[src/rtl/ffha_ram.sv]
module ffha_ram #(
  parameter int unsigned WIDTH = 8,
  parameter int unsigned DEPTH = 16
) (
  input  logic                     clk_i,
  input  logic                     we_i,
  input  logic [$clog2(DEPTH)-1:0] waddr_i,
  input  logic [WIDTH-1:0]         wdata_i,
  input  logic [$clog2(DEPTH)-1:0] raddr_i,
  output logic [WIDTH-1:0]         rdata_o
);

  logic [WIDTH-1:0] mem_q [DEPTH];

  // Write one entry, read one entry through a register
  always_ff @(posedge clk_i) begin
    if (we_i) begin
      mem_q[waddr_i] <= wdata_i;
    end
    rdata_o <= mem_q[raddr_i];
  end

endmodule

[config.mk]
export PLATFORM = sky130hd
export DESIGN_NAME = ffha_ram
export DESIGN_NICKNAME = d
export VERILOG_FILES = /design/src/rtl/ffha_ram.sv
export SDC_FILE = /design/constraint.sdc
export NUM_CORES = 1
export LEC_CHECK = 0
export BUFFER_PORTS_ARGS = -buffer_cell sky130_fd_sc_hd__buf_4
export CAP_MARGIN = 0
export CORE_ASPECT_RATIO = 0.8
export CORE_UTILIZATION = 60
export CTS_BUF_LIST = sky130_fd_sc_hd__clkbuf_8 sky130_fd_sc_hd__clkbuf_16
export CTS_CLUSTER_SIZE = 10
export DETAILED_ROUTE_END_ITERATION = 6
export PLACE_DENSITY = 0.78
export SLEW_MARGIN = 30
export SYNTH_ARGS = -nofsm -noshare
export SYNTH_HDL_FRONTEND = slang
export SYNTH_SLANG_ARGS = --single-unit
[constraint.sdc]
create_clock -name clk_i -period 2.4 [get_ports clk_i]
set_input_delay 0.6 -clock clk_i [delete_from_list [all_inputs] [get_ports clk_i]]
set_output_delay 0.6 -clock clk_i [all_outputs]
set_load 0.02 [all_outputs]
Yosys cells after proc, flatten, opt, wreduce, memory -nomap -nowiden
Memories as Yosys holds them, arrays and structs flattened. A register that Yosys moved wholly into a read port is not among the register bits.
Cells that the tools add are included.
{"block": "word_totals", "reg_bits": 0, "ram_bits": 128, "input_bits": 18, "output_inout_bits": 8, "elab_cells": 3, "n_memories": 1}
{"memory": "mem_q", "words": 16, "width": 8, "rd": 1, "rd_clocked_by_memory_dff": 1, "wr": 1, "line_no": "13", "rtl": "logic [WIDTH-1:0] mem_q [DEPTH];"}
{"block": "classes", "n_mux": 2}
{"op": "two-way mux 1 bit", "count": 2}

Logic depth before layout (Yosys ltp)
Gate-level depths: netlist (run 1).
{"block": "logic_depth", "depth_word": 2, "mapped_depth": 5, "ltp_nobuf": 3}

Worst setup path after synthesis (run 1)
No wires, ideal clock.
{"block": "synth_timing", "path_type": "input to register", "from": "in waddr_i[2]", "to": "mem mem_q[0][0], enable pin", "setup_time_ps": 383, "arrival_time_ps": 1710, "t_required_ps": 2017, "path_slack_ps": 307, "stages": 2, "n_path_buf": 0, "path_cell_list": "or3b_2 -> nor3_1"}
{"item": "start: declaration", "line_no": "7", "rtl": "input logic [$clog2(DEPTH)-1:0] waddr_i,"}
{"item": "end: declaration", "line_no": "13"}
No word-level cell before the write port.

Worst setup path after layout (run 1)
{"block": "layout_timing", "from": "reg rdata_o[7], read port of mem_q", "to": "out rdata_o[7]"}
{"item": "start: declaration", "line_no": "10", "rtl": "output logic [WIDTH-1:0] rdata_o"}
No word-level cell between the ends.

==> results.ini, run 1 <==
[sta]
relSlewSlack=0.709
finalHoldViolations=0
setup_tns_ns=0
tightest_slew_ns=0.437
maxSlewViolCount=0
final-setup-viol-count=0
fin_crit_ns=1.66
fmax_mhz=602
fin_skew_ns=0.00433
post-route-period-util=0.692
rsz0062_at_grt=no

[logic_synthesis]
synthTopCellsByCount=128 x edfxtp_1, 18 x mux4_2, 16 x a22oi_1
syn-instance-count=229
async_flop_share=0
yosysSeqAreaShare=0.778
yosysWarnings=0
synth_ff_type=edfxtp_1
ys_seq_elements=136
synth_area_leaders=edfxtp_1 75%, mux4_2 7.9%, mux4_1 7.1%
synth_edf_count=128
yosysTopAreaCellShare=0.747
synth_nets=247
yosysTopAreaCell=edfxtp_1
synth.distinct_cells=19
synth.most_common_cell=edfxtp_1
synth_area_per_cell_um2=22.5
netlist_area_um2=5150

[floorplan]
die-area_um2=8960
start_util=0.633
core_area_um2=8130
die_h_um=84.8
io_pins=26
die_w_um=106
rows=29

[critical_path]
path_cells=buf_4
cp.required_ns=1.80
path_depth=1
start_kind=flip-flop
arrival_ns=1.06
crit_buf_inv=1
rr_worst_depth=3
cp_max_fo=1
cp-end-kind=output pin
cpMaxStageDelayCell=dfxtp_1
crit_type=reg -> out
path_delay_family=flip-flops
critPathMaxStageDelay_ns=0.39

[cells_and_area]
seq_area_um2=4000
fillers=445
drive_gt1_frac=0.321
multi_input_area_um2=1060
antennaDiodeCount=0
area_growth_pct=19.3
layout.nets=301

[power_and_ir_drop]
p_per_area_nw_per_um2=895
cellLeakagePower_nw=2.11
p_total_mw=5.50
peakVddDrop_uv=652

[clocking]
cts_made_buffers=17
holdBufCountCts=0
cts.sinks=136
htreeDepth=4
post_cts_buffers=0
cts.clk_slew.worst_paths_ns=0.06
cts_resized=0
cts_root_buf=clkbuf_8
clockBufferDepth=2
insertion_delay_ns=0.51
cts_tree=yes

[placement]
io_buffers=25
hpwl_mm=6.08
routabilityCongestion=0.749

[grt]
met1_usage=0.366
grt_pass1_wl_mm=15.1
overflow=0
antenna_found_initial=0
use_met2=0.361
grt_max_degree=33
busiest_layer=met1
groute.usage.overall=0.246
grt_pass1_vias=2541
met3_usage=0.0722

[routing]
drt_first_pass_iters=5
wl_per_cell_um=24.3
antenna_left=0
drt_iter0_markers=222
vias=2513
wl_mm=9.80
drc=0
vias_per_cell=6.22

[worst_hold_path]
whs_path_depth=1
hold_path_class=in -> reg

[status]
status=complete, no violations

[job]
maxCapViolations=0

[routing by layer]
metal  up-vias  part of all wire
li1       1082                 -
met1      1280              0.42
met2       142              0.48
met3         9             0.093
met4         0            0.0073
met5         -                 0
[state kept, by name, indices dropped and copies added, names as in the netlist]
register	count
mem_q	128
rdata_o	8
[layout make-up]
type	count	share of cell area
Timing Repair Buffer	45	0.0570
Clock buffer	19	0.0719
Multi-Input combinational cell	83	0.172
Tap cell	108	0.0220
Sequential cell	136	0.652
Clock inverter	13	0.0249
[where the power goes]
part / switching (mW) / total [mW] / internal [mW] / leakage, nW
Sequential: 0.0206 / 2.68 / 2.66 / 1.22
Clock: 0.916 / 2.54 / 1.62 / 0.283
Combinational: 0.156 / 0.279 / 0.123 / 0.601
Total: 1.09 / 5.50 / 4.40 / 2.11
[logic make-up (layout without fill, tap and decap cells)]
| logic type | Yosys count | count (layout) | share of synthesized area |
|---|---|---|---|
| flip-flops | 136 | 136 | 0.778 |
| multiplexers | 32 | 32 | 0.150 |
| buffers and inverters | 10 | 77 | 0.0168 |
| AO/OA/AOI/OAI | 16 | 16 | 0.0233 |
| AND/OR/NAND/NOR | 35 | 35 | 0.0318 |
[metrics by stage]
| stage | setup WS, ns | std cells | cell area [um^2] | hold slack (ns) | utilization |
|---|---|---|---|---|---|
| 2_1_floorplan | 0.307 | 229 | 5150 | 0.629 | - |
| 3_3_place_gp | 0.247 | 372 | 5550 | 0.650 | 0.682 |
| 3_5_place_dp | 0.252 | 372 | 5550 | 0.667 | 0.682 |
| 4_1_cts | 0.712 | 404 | 6140 | 0.375 | 0.756 |
| 5_1_grt | 0.666 | 404 | 6140 | 0.389 | 0.756 |
| 6_report | 0.740 | 404 | 6140 | 0.397 | 0.756 |
[placed cells by master, fill, tap and decap left out, drive strengths merged, types with 6 or more instances in the layout]
cell,n
a22oi,16
buf,45
clkbuf,19
clkinv,6
dfxtp,8
edfxtp,128
mux4,32
nand2,9
nor2,13
[worst paths after layout]
path / slack [ns] / endpoint / from
hold / removal: 0.40 / mem_q[7][4]$_DFFE_PP_ / wdata_i[4]
hold reg to reg: 0.68 / rdata_o[3]$_DFF_P_ / mem_q[8][3]$_DFFE_PP_
setup reg to reg: 0.97 / rdata_o[5]$_DFF_P_ / mem_q[9][5]$_DFFE_PP_
setup / recovery: 0.74 / rdata_o[7] / rdata_o[7]$_DFF_P_
(Power assumes the default switching activity.)
==> run 2: changes to the inputs <==
- CORE_UTILIZATION: 60 -> 54
- PLACE_DENSITY: 0.78 -> 0.74
- clock period: 2.4 -> 1.5 ns (I/O delays scaled with it)
==> run 2 against run 1 <==
  * Combinational power rose by 71%
  * Via count fell by 0.36%
  * Hold slack got worse by 0.14 ns
  * Critical endpoint is now rdata_o[4]$_DFF_P_
  * Clock skew rose by 0.0023 ns
  * Count of clock-buffer cells in the layout rose by 1
  * Power rose by 62%
  * The run now ends with design-rule violations left
  * Clock power rose by 63%
  * Sequential share of layout area fell by 2.1 points
  * Sequential cell count did not move
  * Sequential power rose by 60%
  * Largest power group unchanged
  * Register-to-register slack got worse by 0.83 ns
  * Setup slack got worse by 0.60 ns
  * Critical path type is now reg -> reg
==> results.ini, run 2 (same netlist as run 1, synthesis figures left out) <==
[cells_and_area]
layout_commonest_cell=edfxtp_1
final_cell_mix=128 x edfxtp_1, 47 x buf_4, 18 x mux4_2, 17 x clkbuf_16, 16 x a22oi_1
largest_reg_flops=128
fillers=573
multi_input_area_um2=1090
layout.nets=311
reg_top3=mem_q x128, rdata_o x8
drive_gt1_frac=0.356
seq_area_um2=4000
area_growth_pct=23.4
top_register=mem_q
antennaDiodeCount=0

[sta]
final-setup-viol-count=0
tightest_slew_ns=0.786
setup_tns_ns=0
fmax_mhz=735
post-route-period-util=0.907
rsz0062_at_grt=no
fin_skew_ns=0.00666
maxSlewViolCount=0
relSlewSlack=0.475
fin_crit_ns=1.36
finalHoldViolations=0

[clocking]
cts_tree=yes
holdBufCountCts=0
cts_root_buf=clkbuf_16
cts_resized=0
post_cts_buffers=0
cts_made_buffers=17
insertion_delay_ns=0.41
cts.clk_slew.worst_paths_ns=0.05
htreeDepth=4
cts.sinks=136
clockBufferDepth=2

[placement]
hpwl_mm=6.31
io_buffers=25
routabilityCongestion=0.702

[floorplan]
die_h_um=89.3
start_util=0.562
rows=31
die-area_um2=9930
core_area_um2=9150
die_w_um=111
io_pins=26

[routing]
drc=6
drt_iter0_markers=160
vias_per_cell=5.95
vias=2504
wl_mm=9.54
antenna_left=0
drt_first_pass_iters=6
wl_per_cell_um=22.7

[power_and_ir_drop]
cellLeakagePower_nw=2.22
peakVddDrop_uv=1090
p_total_mw=8.89
p_per_area_nw_per_um2=1400

[critical_path]
path_delay_family=multiplexers
crit_start=mem_q[9][4]$_DFFE_PP_
reg2reg_from=mem_q[9][4]$_DFFE_PP_
cp_max_fo=1
crit_type=reg -> reg
crit_buf_inv=0
path_cells=mux4_1 > a22oi_1 > nand2_1
arrival_ns=1.66
critPathMaxStageDelay_ns=0.57
cpMaxStageDelayCell=mux4_1
cp.required_ns=1.80
cp-end-kind=flip-flop
start_kind=flip-flop

[grt]
busiest_layer=met2
grt_pass1_vias=2508
grt_pass1_wl_mm=14.7
antenna_found_initial=0
use_met2=0.337
met1_usage=0.299
met3_usage=0.0542
grt_max_degree=21
groute.usage.overall=0.216
overflow=0

[status]
status=finished, violations left
violations=design-rule violations

[worst_hold_path]
hold_start=wdata_i[3]
hold_path_class=in -> reg

[job]
maxCapViolations=0

[run 2: changes by cell type in the layout (fill, tap and decap cells not counted), moves of 2 or more]
cell / previous run / this run
buf_12: 1 / 8
buf_4: 44 / 47
nor3_1: 4 / 1
nor3_2: 0 / 2
clkinvlp_4: 4 / 1
nor2_2: 0 / 3
inv_1: 0 / 3
nor2_1: 13 / 10
[run 2: layout make-up]
cell class	instances	area share
timing repair buffer	55	0.0808
tap	115	0.0227
multi-input combinational	83	0.171
clock buffer	20	0.0735
sequential	136	0.631
clock inverter	12	0.0211
[run 2: report_power, final]
group / switching [mW] / internal (mW) / total, mW / leakage [nW]
Combinational: 0.250 / 0.226 / 0.477 / 0.683
Sequential: 0.0302 / 4.25 / 4.28 / 1.22
Clock: 1.43 / 2.71 / 4.14 / 0.309
Total: 1.71 / 7.18 / 8.89 / 2.22
[run 2: worst paths after layout]
path | to | slack, ns | cells past startpoint
worst max register to register | rdata_o[4]$_DFF_P_ | 0.14 | 3
worst max-delay path | rdata_o[4]$_DFF_P_ | 0.14 | 3
worst min register to register | rdata_o[2]$_DFF_P_ | 0.68 | 3
worst min-delay path | mem_q[7][3]$_DFFE_PP_ | 0.26 | 1
[run 2: metal layers]
metal	vias to the layer above	wire, um
met5	-	0
met4	0	110
met3	15	655
met2	88	4490
met1	1297	4280
li1	1104	-
[run 2: stage by stage]
step                      area, um^2  hold WS [ns]   util  setup WS (ns)  std cells
after CTS                       6350         0.252  0.694          0.142        421
after floorplan                 5190         0.474      -        -0.0115        229
after detailed placement        5750         0.673  0.628         -0.208        389
after global placement          5750         0.659  0.628         -0.202        389
after global routing            6350         0.277  0.694         0.0655        421
final                           6350         0.262  0.694          0.139        421
==> run 3: changes to the inputs <==
- CORE_UTILIZATION: 54 -> 35
- PLACE_DENSITY: 0.74 -> unset
==> run 3 against run 2 <==
  * The flow now finishes without violations
  * First-iteration DRC count rose by 13%
  * Setup slack got worse by 0.070 ns
  * Non-clock buffer count rose by 5
  * Sequential cell count did not move
  * Combinational power rose by 3%
  * Core utilization fell by 24 points
  * Hold slack improved by 0.0017 ns
  * Via count fell by 0.60%
  * Sequential share of layout area fell by 0.87 points
  * Register-to-register slack got worse by 0.07 ns
  * Fmax fell by 4.9%
  * Highest routed layer unchanged
==> results.ini, run 3 (same netlist as run 1, synthesis figures left out) <==
[status]
status=complete, no violations

[placement]
pre_cts_ws_ns=-0.313
io_buffers=25
routabilityCongestion=0.695
hpwl_mm=6.81

[critical_path]
cp_max_fo=1
path_cells=mux4_2 > a22oi_1 > nand2_1
crit_start=mem_q[2][4]$_DFFE_PP_
start_kind=flip-flop
crit_type=reg -> reg
cp-end-kind=flip-flop
cpMaxStageDelayCell=mux4_2
reg2reg_from=mem_q[2][4]$_DFFE_PP_
critPathMaxStageDelay_ns=0.46
cp.required_ns=1.78
arrival_ns=1.71

[sta]
rsz0062_at_grt=no
tightest_slew_ns=0.800
final-setup-viol-count=0
setup_tns_ns=0
fin_skew_ns=0.0112
hold_slack_ns=0.263
fmax_mhz=699
post-route-period-util=0.953
setup_ws_ns=0.0699
maxSlewViolCount=0
finalHoldViolations=0
relSlewSlack=0.465
fin_crit_ns=1.43

[grt]
grt_pass1_wl_mm=15.8
grt_pass1_vias=2607
overflow=0
antenna_found_initial=0
grt_max_degree=17
groute.usage.overall=0.152

[power_and_ir_drop]
netSwitchingPower_mw=1.88
p_total_mw=8.86
cellLeakagePower_nw=2.22
p_int_mw=6.98
peakVddDrop_uv=744
seqPwrFrac=0.482
clock_power_share=0.462
combPwrFrac=0.056
sw_frac_of_total=0.212
p_per_area_nw_per_um2=1380

[floorplan]
die_h_um=110
die_w_um=138
core_area_um2=14300
rows=39
die-area_um2=15200
io_pins=26
start_util=0.360

[routing]
wl_per_cell_um=20.8
drc=0
drt_first_pass_iters=4
antenna_left=0
drt_iter0_markers=180
wl_mm=10.3
vias=2489
vias_per_cell=5.03

[clocking]
holdBufCountCts=0
cts.sinks=136
cts_root_buf=clkbuf_16
htreeDepth=4
clockBufferDepth=2
insertion_delay_ns=0.42
cts_resized=0
cts.clk_slew.worst_paths_ns=0.06
cts_made_buffers=17
post_cts_buffers=0
cts_tree=yes

[cells_and_area]
multi_input_area_um2=1090
largest_reg_flops=128
fillers=1204
top_register=mem_q
fin_util=0.450
layout_commonest_cell=edfxtp_1
layout.nets=316
seq_area_um2=4000
reg_top3=mem_q x128, rdata_o x8
area_growth_pct=25.1
antennaDiodeCount=0
final_cell_mix=128 x edfxtp_1, 54 x buf_4, 18 x mux4_2, 17 x clkbuf_16, 16 x a22oi_1
drive_gt1_frac=0.370

[worst_hold_path]
hold_path_class=in -> reg
hold_start=wdata_i[6]

[job]
maxCapViolations=0

==> run 3: cell types whose count changed in the layout (fill, tap and decap cells not counted), moves of 2 or more <==
| cell | previous run | this run |
|---|---|---|
| clkbuf_8 | 3 | 1 |
| buf_4 | 47 | 54 |
| buf_12 | 8 | 6 |
| inv_6 | 0 | 2 |
| clkinv_4 | 0 | 4 |
| clkinv_2 | 5 | 1 |
==> run 3: worst paths after layout <==
kind	end	slack, ns	depth (start not counted)
setup reg to reg	rdata_o[4]$_DFF_P_	0.07	3
setup / recovery	rdata_o[4]$_DFF_P_	0.07	3
hold / removal	mem_q[6][6]$_DFFE_PP_	0.26	1
hold reg to reg	rdata_o[2]$_DFF_P_	0.68	3
==> run 3: final cells by class <==
type | count | share of cell area
repair buffers | 60 | 0.0816
clock buffers | 18 | 0.0682
multi-input cells | 83 | 0.169
well taps | 184 | 0.0358
clock inverters | 14 | 0.0235
flip-flops and latches | 136 | 0.622
==> run 3: layer usage <==
| layer | track usage | part of all wire | vias to the layer above |
|---|---|---|---|
| met5 | 0 | 0 | - |
| li1 | - | - | 1113 |
| met1 | 0.221 | 0.50 | 1317 |
| met3 | 0.0514 | 0.038 | 10 |
| met4 | 0.0505 | 0.010 | 0 |
| met2 | 0.210 | 0.45 | 49 |
==> run 3: metrics by stage <==
step | instances | area (um^2)
floorplan | 229 | 5190
global placement | 463 | 5850
detailed placement | 463 | 5850
CTS | 495 | 6440
global route | 495 | 6440
finish | 495 | 6440
==> run 3: critical path, delay by kind of cell (launching register included) <==
kind	cells	cell delay, ns
AOI/OAI and AO/OA	1	0.33
DFF	1	0.36
muxes	1	0.46
and+or+nand+nor	1	0.15
==> run 3: power by group through the flow <==
stage | registers (mW) | logic (mW) | clock network (mW)
floorplan | 4.38 | 0.222 | 0
global placement | 4.35 | 0.495 | 0
detailed placement | 4.35 | 0.500 | 0
CTS | 4.27 | 0.502 | 4.15
global route | 4.28 | 0.534 | 4.32
finish | 4.27 | 0.493 | 4.10
